==> src/insort_pkg.sv <==
// Package for the insertion sorter: sizes, cell control struct.
// No dependencies; used by every module in src.
package insort_pkg;

    localparam int DEPTH     = 64;
    localparam int VAL_W     = 32;
    localparam int CNT_W     = 11;
    localparam int GRP_SIZE  = 8;
    localparam int GRP_N     = (DEPTH + GRP_SIZE - 1) / GRP_SIZE;
    localparam int GRP_SUM_W = $clog2(GRP_SIZE + 1);
    localparam int SUM_W     = $clog2(GRP_N * GRP_SIZE + 1);

    // Control broadcast to every cell in the chain.
    typedef struct packed {
        logic ins;  // insert the broadcast value
        logic pop;  // shift the chain down by one place
    } t_cell_ctl;

endpackage

==> src/insort_cell.sv <==
// One cell of the sorting chain: holds one value and its valid bit.
// Depends on insort_pkg.
module insort_cell (
    input  logic                         i_clk,
    input  logic                         i_rst_n,
    input  insort_pkg::t_cell_ctl        i_ctl,
    input  logic [insort_pkg::VAL_W-1:0] i_value,
    input  logic [insort_pkg::VAL_W-1:0] i_prev_val,
    input  logic                         i_prev_gt,
    input  logic                         i_prev_valid,
    input  logic [insort_pkg::VAL_W-1:0] i_next_val,
    input  logic                         i_next_valid,
    output logic [insort_pkg::VAL_W-1:0] o_val,
    output logic                         o_valid,
    output logic                         o_gt,
    output logic                         o_move
);
    import insort_pkg::*;

    logic [VAL_W-1:0] r_val;
    logic             r_valid;
    logic [VAL_W-1:0] n_val;
    logic             n_valid;
    logic             w_cmp;

    assign w_cmp  = $signed(r_val) > $signed(i_value);
    // an empty cell counts as greater so the first free cell takes the value
    assign o_gt   = !r_valid || w_cmp;
    assign o_move = r_valid && w_cmp;
    assign o_val  = r_val;
    assign o_valid = r_valid;

    always_comb begin
        n_val   = r_val;
        n_valid = r_valid;
        if (i_ctl.pop) begin
            n_val   = i_next_val;
            n_valid = i_next_valid;
        end else if (i_ctl.ins && o_gt) begin
            n_val   = i_prev_gt ? i_prev_val : i_value;
            n_valid = r_valid || i_prev_valid;
        end
    end

    always_ff @(posedge i_clk) begin
        r_val <= n_val;
        if (!i_rst_n) begin
            r_valid <= 1'b0;
        end else begin
            r_valid <= n_valid;
        end
    end

endmodule

==> config.mk <==
export PLATFORM = sky130hd
export DESIGN_NAME = insort_cell
export DESIGN_NICKNAME = d
export VERILOG_FILES = /design/src/insort_pkg.sv /design/src/insort_cell.sv
export SDC_FILE = /design/constraint.sdc
export NUM_CORES = 1
export LEC_CHECK = 0
export ABC_CLOCK_PERIOD_IN_PS = 4000
export BUFFER_PORTS_ARGS = -buffer_cell sky130_fd_sc_hd__buf_2
export CELL_PAD_IN_SITES_DETAIL_PLACEMENT = 1
export CELL_PAD_IN_SITES_GLOBAL_PLACEMENT = 2
export CORE_ASPECT_RATIO = 0.8
export CORE_UTILIZATION = 25
export CTS_CLUSTER_SIZE = 28
export DETAILED_ROUTE_END_ITERATION = 8
export PLACE_DENSITY_LB_ADDON = 0.1
export SYNTH_ARGS = -nofsm -noshare
export SYNTH_HDL_FRONTEND = slang
export SYNTH_SLANG_ARGS = --single-unit
==> constraint.sdc <==
create_clock -name i_clk -period 4 [get_ports i_clk]
set_input_delay 0 -clock i_clk [delete_from_list [all_inputs] [get_ports i_clk]]
set_output_delay 0 -clock i_clk [all_outputs]
set_load 0.02 [all_outputs]
==> summary.txt <==
core footprint -> 9649 um2
Ys Warns -> 0
max_cap viols -> 0
Worst Hold Class -> in2reg
share of cells above drive strength 1 -> 36.16%
Crit path arrival time -> 3.12 ns
Vias -> 2376
Mapped Area -> 2490 um2
Crit path buffers/inverters -> 1
largest stage delay on the critical path -> 0.51 ns
leading area contributor after synthesis -> edfxtp_1
TritonCTS clock tree -> built
Ant. Diodes -> 0
Post-CTS Hold Buffers -> 1
most common cell in the netlist -> nand2_1
Die Span X -> 113.6 um
IO buf count -> 137
sequential area share after synthesis -> 39.40%
routability congestion estimate from global placement -> 0.6932
worst hold margin -> 0.003477 ns
Synth-to-Final Area Change -> 39.90%
num ports -> 138
top-area cell type share of the netlist area -> 38.59%
ordered cell list for the critical path -> ha_1 > a21o_1 > a221o_1 > a22o_1 > o31a_1 > a211o_1 > o21ai_4 > buf_12
CTS Buf Count -> 5
post-synthesis register bit count -> 33
hold violation total from the final report -> 0
Synth Flop Type -> edfxtp_1
GRT overflow -> 0
ys async rst share -> 0%
first-pass GRT wire length -> 11.89 mm
total track usage -> 14.70%
largest net degree at the start of global routing -> 41
root buf cell -> clkbuf_16
Synth area leaders -> edfxtp_1 (39%), ha_1 (16%), mux2i_1 (13%)
fmax -> 318.4 MHz
crit path capture type -> register
Avg Vias per Cell -> 4.425
die height -> 91.26 um
worst-path fanout max -> 17
Final Cycle Share -> 78.51%
row count -> 32
Final ANT Viol Nets -> 0
# DRC -> 0
clk slew on worst S/H paths -> 0.06 ns
Avg WL per Cell -> 13.70 um
H-Tree Depth -> 2
sequential power share -> 38.7%
setup_tns -> 0 ns
crit path kind -> reg2reg
Leakage -> 1.821 nW
Synthesized Nets -> 399
status -> finished, final reports clean
Int Power -> 0.8116 mW
initial antenna violation count -> 0
router iterations before antenna repair -> 4
clk_skew -> 0.005426 ns
Critical-path top delay cell -> o21ai_4
worst vdd ir -> 0.2285 mV
# nets final -> 535
crit path time final -> 3.141 ns
Post-CTS Setup Bufs -> 0
Unique masters post-synth -> 28
measured slew at the worst slew-check pin -> 1.063 ns
clk_lat worst skew -> 0.27 ns
max-slew violation count -> 0
average cell area after synthesis -> 9.431 um2
HPWL Detailed -> 5.901 mm
PwrDens -> 337.2 nW/um2
RSZ-0062 raised after global routing -> false
clk sink count -> 33
switching power -> 0.3629 mW
Post-synth top cells -> nand2_1 (39), inv_1 (36), o21ai_0 (36)
PostCTS Resize Cnt -> 0
Post-Route WL -> 7.357 mm
Syn Inst Count -> 264
setup violation total in the final timing report -> 0
Finished Core Util -> 36.10%
CP startpoint kind -> register
Post-synth EDFFs -> 32
clock share of power -> 31.1%
Gate power share -> 30.1%
delay-heaviest family, CP -> compound AO/OA/AOI/OAI gates
Net Sw Frac -> 30.90%
CTS max path bufs -> 2
initial core utilization -> 25.80%
Die Footprint -> 10360 um2
Data required, critical path -> 3.98 ns
Rel. slew slack -> 29.13%
vias in the first global route -> 2382
Iter 0 DRT Violations -> 21
[state kept, by name (all words and copies together) (netlist names)]
signal   count
o_val       32
o_valid      1
[cells by family after synthesis]
| group | share of synthesized area [%] |
|---|---|
| multiplexers | 12.86 |
| buffers and inverters | 7.186 |
| adder cells (fa/ha/maj) | 16.08 |
| flip-flops | 39.40 |
| AND/OR/NAND/NOR | 10.20 |
| AO/OA/AOI/OAI | 14.27 |
[worst paths after layout]
kind / start / to / slack, ns / depth (start not counted)
worst max-delay path: o_val[17] / o_val[15] / 0.86 / 8
worst min-delay path: i_next_val[18] / o_val[18] / 0.003 / 3
worst max register to register: o_val[17] / o_val[15] / 0.86 / 8
worst min register to register: o_valid / o_valid / 0.58 / 2
[per-layer routing]
metal / up-vias / share of wire (%) / global-route usage [%]
li1: 1215 / - / -
met1: 1084 / 50 / 20.15
met2: 73 / 43 / 22.97
met3: 4 / 7.1 / 4.072
met4: 0 / 0.67 / 2.961
met5: - / 0 / 0
[tightest hold or removal path: stages]
cell and delay (ns):
buf_2 0.07, nand2_1 0.04, o21ai_0 0.05
[cells in the final DEF, fill, tap and decap left out, drive strengths merged]
cell type	Yosys	layout
buf	3	139
nand2	39	39
o21ai	37	37
inv	36	36
mux2i	32	32
ha	32	32
edfxtp	32	32
a21oi	14	14
clkbuf	8	8
nand4	7	7
nor2	4	4
a21o	3	3
nand3	2	2
nor4	2	2
a211o	2	2
nand2b	1	1
nor2b	1	1
o211ai	1	1
a2111o	1	1
and2	1	1
a41o	1	1
a221o	1	1
a22o	1	1
o31a	1	1
or4	1	1
dlygate4sd3	0	1
dfxtp	1	1
[cell type report]
| type | instances | area (um2) |
|---|---|---|
| Sequential cell | 33 | 980.9 |
| Timing Repair Buffer | 140 | 723.2 |
| Clock buffer | 8 | 136.4 |
| Tap cell | 136 | 170.2 |
| Fill cell | 1179 | 6166 |
| Multi-Input combinational cell | 184 | 1338 |
| Inverter | 36 | 135.1 |
[through the flow]
| step | instances | power [mW] | cell area (um2) | worst slack (ns) |
|---|---|---|---|---|
| final | 537 | 1.174 | 3483 | 0.8594 |
| after global routing | 537 | 1.256 | 3483 | 0.5161 |
| after CTS | 537 | 1.200 | 3483 | 0.7539 |
| after detailed placement | 528 | 0.8240 | 3337 | 0.7716 |
| after global placement | 528 | 0.8169 | 3337 | 0.8577 |
| after floorplan | 264 | 0.6663 | 2490 | 0.6791 |
[power by group through the flow]
stage	combinational (mW)	clock (mW)	sequential (mW)
floorplan	0.152	0	0.514
global placement	0.358	0	0.459
detailed placement	0.361	0	0.463
CTS	0.364	0.381	0.456
global route	0.402	0.392	0.461
finish	0.354	0.366	0.455
No activity file was read; power rests on OpenSTA's default activity.
