--- src/insort_pkg.sv ---
// Package for the insertion sorter: sizes, cell control struct.
// No dependencies; used by every module in src.
package insort_pkg;

    localparam int DEPTH     = 64;
    localparam int VAL_W     = 32;
    localparam int CNT_W     = 11;
    localparam int GRP_SIZE  = 8;
    localparam int GRP_N     = (DEPTH + GRP_SIZE - 1) / GRP_SIZE;
    localparam int GRP_SUM_W = $clog2(GRP_SIZE + 1);
    localparam int SUM_W     = $clog2(GRP_N * GRP_SIZE + 1);

    // Control broadcast to every cell in the chain.
    typedef struct packed {
        logic ins;  // insert the broadcast value
        logic pop;  // shift the chain down by one place
    } t_cell_ctl;

endpackage

--- src/insort_count.sv ---
// Move counter: registered popcount tree over the per-cell move flags,
// accumulated into the set total. Depends on insort_pkg.
module insort_count (
    input  logic                         i_clk,
    input  logic                         i_rst_n,
    input  logic [insort_pkg::DEPTH-1:0] i_move,
    input  logic                         i_clear,
    output logic [insort_pkg::CNT_W-1:0] o_total
);
    import insort_pkg::*;

    logic [GRP_N*GRP_SIZE-1:0] r_mv;
    logic [GRP_SUM_W-1:0]      r_grp [GRP_N];
    logic [CNT_W-1:0]          r_total;
    logic [GRP_SUM_W-1:0]      n_grp [GRP_N];
    logic [SUM_W-1:0]          n_sum;

    always_comb begin
        for (int g = 0; g < GRP_N; g++) begin
            n_grp[g] = '0;
            for (int b = 0; b < GRP_SIZE; b++) begin
                n_grp[g] = n_grp[g] + GRP_SUM_W'(r_mv[g*GRP_SIZE+b]);
            end
        end
        n_sum = '0;
        for (int g = 0; g < GRP_N; g++) begin
            n_sum = n_sum + SUM_W'(r_grp[g]);
        end
    end

    always_ff @(posedge i_clk) begin
        if (!i_rst_n) begin
            r_mv    <= '0;
            r_total <= '0;
            for (int g = 0; g < GRP_N; g++) begin
                r_grp[g] <= '0;
            end
        end else begin
            r_mv <= (GRP_N*GRP_SIZE)'(i_move);
            for (int g = 0; g < GRP_N; g++) begin
                r_grp[g] <= n_grp[g];
            end
            if (i_clear) begin
                r_total <= '0;
            end else begin
                r_total <= r_total + CNT_W'(n_sum);
            end
        end
    end

    assign o_total = r_total;

endmodule

--- config.mk ---
export PLATFORM = sky130hd
export DESIGN_NAME = insort_count
export DESIGN_NICKNAME = d
export VERILOG_FILES = /design/src/insort_pkg.sv /design/src/insort_count.sv
export SDC_FILE = /design/constraint.sdc
export NUM_CORES = 1
export LEC_CHECK = 0
export BUFFER_PORTS_ARGS = -buffer_cell sky130_fd_sc_hd__buf_2
export CAP_MARGIN = 20
export CORE_MARGIN = 3
export CORE_UTILIZATION = 45
export CTS_CLUSTER_SIZE = 20
export DETAILED_ROUTE_END_ITERATION = 7
export PLACE_DENSITY = 0.65
export SLEW_MARGIN = 40
export SYNTH_ARGS = -nofsm -noshare
export SYNTH_HDL_FRONTEND = slang
export SYNTH_SLANG_ARGS = --single-unit
--- constraint.sdc ---
create_clock -name i_clk -period 10.7 [get_ports i_clk]
set_input_delay 0.535 -clock i_clk [delete_from_list [all_inputs] [get_ports i_clk]]
set_output_delay 0.535 -clock i_clk [all_outputs]
set_load 0.02 [all_outputs]
==> qor.yml, run 1 <==
hp-class: "input port to flip-flop"
p_leak_uw: 0.00304
cts_tree: "built"
swShare_pct: 31.5
worstReg2RegEnd: "o_total[7]$_SDFF_PP0_"
grt_max_degree: 99
synth_cell_types: 29
grt_setup_unrepaired: "no"
numPortBuffers: 77
min_to: "r_mv[6]$_SDFF_PN0_"
placementRows: 38
initialDrtViolationCount: 111
die_x_um: 114
syn_area_mm2: 0.00525
layout_commonest_cell: "inv_1"
crit_path_start_kind: "flip-flop"
hp-start: "i_move[6]"
clock-sinks: 107
dpl.hpwl_um: 6360
cts_buffers: 9
first_pass_iters: 4
fmax_mhz: 250
vias_per_cell: 4.34
clk_latency_ps: 350
min_period_ps: 4000
setup-violations-final: 0
outcome: "finished clean"
p_comb_share_pct: 33.7
post-route-period-util_pct: 37.4
regToRegSetupSlack_ps: 6700
power_frac_clock_pct: 27.1
vias: 3102
p_per_area_mw_per_mm2: 189
seq_power_share_pct: 39.3
syn-num-nets: 655
drv_slew: 0
cp-end-kind: "flip-flop"
critical-path-top-delay-family: "adder cells"
path_cells: "inv_1, fa_1, inv_1, fa_1, fa_1, inv_1, fa_1, inv_1, ha_1, a211oi_1, o21bai_1, mux2i_1, a311o_1"
cts_setup_buffers: 0
rr_startpoint: "o_total[3]$_SDFF_PP0_"
cp.required_ps: 10930
io_pins: 78
dpl_cell_area_mm2: 0.00578
grt_usage_pct: 13.4
netSwitchingPower_uw: 361
fp.dieArea_mm2: 0.0130
core_mm2: 0.0111
finalInstanceArea_mm2: 0.00606
initial_utilization_pct: 47.2
worstPathMaxFanout: 2
power.internal_uw: 784
cts_max_path_buffers: 2
vdd_drop_max_mv: 0.105
critPathKind: "flip-flop to flip-flop"
gp_congestion: 0.814
whs_path_depth: 2
final_nets: 733
ys_ff_latch: 107
ant_nets: 0
hold_viol: 0
finalClockSkew_ps: 12.6
grt_overflow: 0
grt_first_pass_wirelength_um: 13800
setup_tns_ps: 0
yosysWarnings: 0
area_growth_pct: 15.3
grt_pass1_vias: 3177
place_ws_ps: 6720
max-cap-violations: 0
netlist_instances: 492
cts_root_buf: "clkbuf_16"
antenna_found_initial: 0
setup_ws_ps: 6700
htreeDepth: 3
worstMarginPinSlew_ps: 718
worstPathArrival_ps: 4230
syn_area_per_cell_um2: 10.7
ys_seq_area_share_pct: 40.8
layout_common_cells: "116 x inv_1, 107 x dfxtp_1, 89 x and2_1"
cpMaxStageDelayCell: "fa_1"
wire_per_inst_um: 11.1
worst-r2r-cell-count: 13
drc: 0
cts_resized: 0
slew_headroom_pct: 52.1
cts-hold-fix-buffers: 0
clkTransAtPathRegs_ps: 70
diodes: 0
crit_buf_inv: 4
cpPeakStageDelay_ps: 580
die_h_um: 114
wl_um: 7930
layout-drive-gt1-share_pct: 16.3
## kinds of logic after synthesis
| logic type | after synthesis | share of synthesized area, % |
|---|---|---|
| and+or+nand+nor | 128 | 14.1 |
| buffers and inverters | 127 | 9.12 |
| DFF | 107 | 40.8 |
| adders and majority gates | 96 | 31.3 |
| AOI/OAI and AO/OA | 23 | 2.79 |
| xor gates and xnor gates | 8 | 1.33 |
| muxes | 3 | 0.572 |
## stage by stage
stage	instances	hold WS (ps)	total power [uW]	utilization, %
floorplan	492	535	755	-
global placement	699	454	842	51.9
detailed placement	699	463	856	51.9
CTS	715	376	1170	54.5
global route	715	386	1260	54.5
finish	715	394	1150	54.5
## power groups by stage
stage | sequential, uW | combinational [uW] | clock, uW
3_3_place_gp | 458 | 384 | 0
3_5_place_dp | 460 | 396 | 0
5_1_grt | 453 | 476 | 335
4_1_cts | 450 | 400 | 322
2_1_floorplan | 461 | 293 | 0
6_report | 450 | 385 | 310
## how the worst max path moves through the flow
stage | endpoint | slack, ps | start | depth (start not counted)
2_1_floorplan | o_total[7]$_SDFF_PP0_ | 6740 | o_total[3]$_SDFF_PP0_ | 13
3_3_place_gp | o_total[7]$_SDFF_PP0_ | 6760 | o_total[3]$_SDFF_PP0_ | 13
3_5_place_dp | o_total[7]$_SDFF_PP0_ | 6720 | o_total[3]$_SDFF_PP0_ | 13
4_1_cts | o_total[7]$_SDFF_PP0_ | 6690 | o_total[3]$_SDFF_PP0_ | 13
5_1_grt | o_total[7]$_SDFF_PP0_ | 6490 | o_total[3]$_SDFF_PP0_ | 13
6_report | o_total[7]$_SDFF_PP0_ | 6700 | o_total[3]$_SDFF_PP0_ | 13
## flip-flops by register name, indices dropped and copies added (netlist names)
register	flops
r_mv	64
o_total	11
r_grp	32
## routing by layer
layer / wire length (um) / global-route usage (%) / up-vias
met5: 0 / 0 / -
met4: 146 / 5.54 / 0
met3: 382 / 3.24 / 14
met2: 3790 / 21.8 / 58
met1: 3610 / 17.1 / 1427
li1: - / - / 1603
## synthesized netlist by cell type
master    count  area share, %
nand2b_1      2           0.24
nand3_1       3           0.29
xor2_1        6            1.0
inv_1       116            8.3
a41oi_1       1           0.17
a311o_1       1           0.19
fa_1         59             22
nor3_1        4           0.38
clkbuf_1      9           0.64
a21oi_1      12            1.1
dfxtp_1     107             41
a211oi_1      2           0.29
a21o_1        1           0.14
o21ai_0       1          0.095
o211a_1       1           0.19
xnor2_1       2           0.33
nand2b_2      1           0.17
nor2_1       11           0.79
ha_1         37            8.8
or3_1         1           0.12
o21a_1        2           0.29
and2_1       89             11
buf_2         2           0.19
nor3b_1       1           0.14
nor2b_1       5           0.60
o31ai_1       1           0.14
nand2_1      11           0.79
mux2i_1       3           0.57
o21bai_1      1           0.14
## layout make-up
class / instances / area (um2)
fill: 997 / 5070
inverter: 116 / 435
clock inverter: 4 / 25.0
timing repair buffer: 78 / 393
multi-input combinational: 258 / 2630
clock buffer: 12 / 256
sequential: 107 / 2140
tap: 140 / 175
(Power assumes the default switching activity.)
==> inputs of run 2 (changes only) <==
- PLACE_DENSITY: 0.65 -> 0.68
- clock period: 10.7 -> 3.3 ns (I/O delays scaled with it)
==> qor.yml, run 2 (synthesis gave the netlist of run 1 again) <==
largest_register_ffs: 64
grt_setup_unrepaired: "yes"
area_growth_pct: 19.3
antenna_found_initial: 0
vias_per_cell: 4.41
gp_congestion: 0.810
final_nets: 744
cts_max_path_buffers: 2
worstPathMaxFanout: 2
grt_usage_pct: 14.0
min_period_ps: 3670
grt_pass1_vias: 3423
p_per_area_mw_per_mm2: 664
post-route-period-util_pct: 111
cp-end-kind: "flip-flop"
drc: 0
diodes: 0
cts_buffers: 9
setup_ws_ps: -374
initialDrtViolationCount: 125
grt_max_degree: 77
critPathKind: "flip-flop to flip-flop"
grt_first_pass_wirelength_um: 14500
fp.dieArea_mm2: 0.0130
seq_area_mm2: 0.00216
fmax_mhz: 272
wire_per_inst_um: 11.3
cts_tree: "built"
placementRows: 38
place_ws_ps: -382
p_total_uw: 4160
die_h_um: 114
hp-class: "input port to flip-flop"
hold_viol: 0
htreeDepth: 3
clk_latency_ps: 340
slew_headroom_pct: 58.6
cpPeakStageDelay_ps: 550
grt_overflow: 0
p_leak_uw: 0.00310
path_cells: "inv_2, fa_1, inv_2, fa_1, fa_1, inv_1, fa_2, inv_2, ha_4, a211oi_4, o21bai_1, mux2i_1, a311o_1"
cpMaxStageDelayCell: "fa_2"
worstMarginPinSlew_ps: 620
clkTransAtPathRegs_ps: 70
regToRegSetupSlack_ps: -370
layout_common_cells: "110 x inv_1, 101 x dfxtp_1, 89 x and2_1"
wl_um: 8180
crit_buf_inv: 4
crit_path_start_kind: "flip-flop"
finalClockSkew_ps: 5.34
failed_checks: "setup timing"
outcome: "complete, but fails checks"
numPortBuffers: 77
worstPathArrival_ps: 3890
initial_utilization_pct: 47.2
layout_commonest_cell: "inv_1"
regMostFlops: "r_mv"
fillCellCount: 980
layout-drive-gt1-share_pct: 22.5
clock-sinks: 107
ant_nets: 0
dpl.hpwl_um: 6580
io_pins: 78
core_mm2: 0.0111
die_x_um: 114
cts_root_buf: "clkbuf_16"
multi_input_area_mm2: 0.00273
first_pass_iters: 4
drv_slew: 0
vdd_drop_max_mv: 0.765
cp.required_ps: 3520
setup-violations-final: 7
max-cap-violations: 0
vias: 3200
critical-path-top-delay-family: "adder cells"
cts-hold-fix-buffers: 0
## run 2: path summary, 6_finish.rpt
path	from	end	cells past startpoint
worst max-delay path	r_grp[0][3]$_SDFF_PN0_	o_total[7]$_SDFF_PP0_	13
worst min-delay path	i_move[47]	r_mv[47]$_SDFF_PN0_	2
worst max register to register	r_grp[0][3]$_SDFF_PN0_	o_total[7]$_SDFF_PP0_	13
worst min register to register	o_total[10]$_SDFF_PP0_	o_total[10]$_SDFF_PP0_	2
## run 2: stage by stage
stage               hold slack (ps)  area, um2  cells  setup TNS, ps  util, %
finish                         25.0       6260    726          -2030     56.3
global route                   14.0       6260    726          -3190     56.3
CTS                            12.4       6260    725          -1850     56.2
detailed placement              374       5880    706          -1760     52.9
global placement                372       5880    706          -1320     52.9
floorplan                       292       5300    492           -867        -
## run 2: what timing repair did
action | CTS | global route
gates resized for setup | 16 | 1
setup buffers | 3 | 1
pin swaps | 7 | 5
setup endpoints to repair | 8 | 8
## run 2: worst reg2reg max path: cells and delay by family, from the launching register on
family	cells	cell delay, ps
muxes	1	130
DFF	1	330
buffers and inverters	4	170
adders and majority gates	5	2290
AOI/OAI and AO/OA	3	630
## run 2: power by group
group | leakage, uW | switching (uW) | total [uW] | internal (uW)
registers | 0.000889 | 49.1 | 1460 | 1410
logic | 0.00207 | 823 | 1640 | 820
clock network | 0.000143 | 465 | 1060 | 590
total | 0.00310 | 1340 | 4160 | 2820
## run 2: cell type report
type | instances | area share [%]
Tap cell | 140 | 2.80
Clock inverter | 6 | 1.04
Inverter | 116 | 6.95
Clock buffer | 10 | 3.65
Multi-Input combinational cell | 258 | 43.5
Timing Repair Buffer | 89 | 7.59
Sequential cell | 107 | 34.4
## run 2: metal layers
layer | wire [um] | vias to the layer above | GRT usage, %
li1 | - | 1619 | -
met4 | 116 | 0 | 4.91
met1 | 3560 | 1513 | 17.4
met3 | 356 | 12 | 3.66
met2 | 4140 | 56 | 23.5
met5 | 0 | - | 0
==> inputs of run 3 (changes only) <==
- PLACE_DENSITY: 0.68 -> 0.65
- clock period: 3.3 -> 3.9 ns (I/O delays scaled with it)
==> qor.yml, run 3 (synthesis gave the netlist of run 1 again) <==
p_leak_uw: 0.00306
critical-path-top-delay-family: "adder cells"
worstPathArrival_ps: 3950
swShare_pct: 32.6
drv_slew: 0
setup_ws_ps: 175
placementRows: 38
die_h_um: 114
vias_per_cell: 4.33
final_nets: 736
fillCellCount: 1011
regToRegSetupSlack_ps: 170
worstPathMaxFanout: 2
layout.cells.non_filler: 718
slew_headroom_pct: 55.3
cpMaxStageDelayCell: "fa_1"
clkTransAtPathRegs_ps: 70
vdd_drop_max_mv: 0.286
diodes: 0
cp.required_ps: 4130
numPortBuffers: 77
wl_um: 7910
grt_first_pass_wirelength_um: 14200
dpl.hpwl_um: 6340
setup-violations-final: 0
max-cap-violations: 0
multi_input_area_mm2: 0.00268
cpMostUsedCell: "fa_1"
core_mm2: 0.0111
power_frac_clock_pct: 25.6
area_growth_pct: 16.8
ant_nets: 0
hold_viol: 0
grt_usage_pct: 13.7
layout-drive-gt1-share_pct: 18.7
wire_per_inst_um: 11.0
seq_power_share_pct: 36.4
critPathKind: "flip-flop to flip-flop"
crit_path_start_kind: "flip-flop"
initial_utilization_pct: 47.2
crit_buf_inv: 4
io_pins: 78
drc: 0
cts_root_buf: "clkbuf_16"
place_inst: 700
grt_max_degree: 85
cts_max_path_buffers: 2
vias: 3107
layout_common_cells: "115 x inv_1, 104 x dfxtp_1, 89 x and2_1"
place_ws_ps: -55.5
fp.dieArea_mm2: 0.0130
finalClockSkew_ps: 9.15
seq_area_mm2: 0.00215
regMostFlops: "r_mv"
hp-class: "input port to flip-flop"
layout_commonest_cell: "inv_1"
die_x_um: 114
initialDrtViolationCount: 103
largest_register_ffs: 64
fmax_mhz: 268
p_per_area_mw_per_mm2: 552
post-route-period-util_pct: 95.5
htreeDepth: 3
first_pass_iters: 4
path_cells: "inv_1, fa_1, inv_1, fa_1, fa_1, inv_1, fa_1, inv_2, ha_4, a211oi_4, o21bai_1, mux2i_1, a311o_1"
cts_buffers: 9
clk_latency_ps: 340
cp-end-kind: "flip-flop"
netSwitchingPower_uw: 1100
min_period_ps: 3730
power.internal_uw: 2280
cpPeakStageDelay_ps: 540
hold_ws_ps: 52.2
grt_overflow: 0
p_comb_share_pct: 38.1
cts_tree: "built"
gp_congestion: 0.824
antenna_found_initial: 0
grt_pass1_vias: 3290
outcome: "finished clean"
clock-sinks: 107
worstMarginPinSlew_ps: 670
## run 3: power groups by stage
| stage | combinational, uW | sequential, uW | clock [uW] |
|---|---|---|---|
| 2_1_floorplan | 805 | 1270 | 0 |
| 3_3_place_gp | 1070 | 1260 | 0 |
| 3_5_place_dp | 1130 | 1260 | 0 |
| 4_1_cts | 1180 | 1230 | 898 |
| 5_1_grt | 1520 | 1240 | 939 |
| 6_report | 1290 | 1230 | 866 |
## run 3: final timing paths
path,from,endpoint,depth (start not counted)
worst max-delay path,r_grp[1][11]$_SDFF_PN0_,o_total[7]$_SDFF_PP0_,13
worst min-delay path,i_move[53],r_mv[53]$_SDFF_PN0_,2
worst max register to register,r_grp[1][11]$_SDFF_PN0_,o_total[7]$_SDFF_PP0_,13
worst min register to register,o_total[10]$_SDFF_PP0_,o_total[10]$_SDFF_PP0_,2
## run 3: worst register-to-register path, delay by kind of cell, from the launching register on
kind                       cells  cell delay [ps]
muxes                          1              130
DFF                            1              310
buffers and inverters          4              210
adders and majority gates      5             2300
AOI/OAI and AO/OA              3              670
## run 3: cell type report
class                   count  area share (%)
well taps                 140            2.86
multi-input cells         258            43.6
clock buffers              11            3.96
repair buffers             81            6.77
clock inverters             5           0.694
inverters                 116            7.10
flip-flops and latches    107            35.0
## run 3: repair_timing
item | in CTS | in global routing
endpoints found under the setup margin | 3 | 5
hold buffers | 0 | 0
pin swaps | 1 | 13
gates resized for setup | 3 | 10
cloned | 0 | 0
setup buffers | 0 | 2
## run 3: per-stage QoR
stage	utilization (%)	area (um2)	setup TNS [ps]	total power [uW]
floorplan	-	5250	0	2070
global placement	52.0	5790	0	2330
detailed placement	52.0	5790	-55.5	2390
CTS	54.7	6080	0	3310
global route	55.1	6130	-43.1	3700
finish	55.1	6130	0	3390
## run 3: metal layers
layer,up-vias,share of wire [%],track usage [%]
met5,-,0,0
met4,0,2.6,6.02
met3,18,4.2,2.65
met2,63,47,21.7
met1,1421,46,18.3
li1,1605,-,-
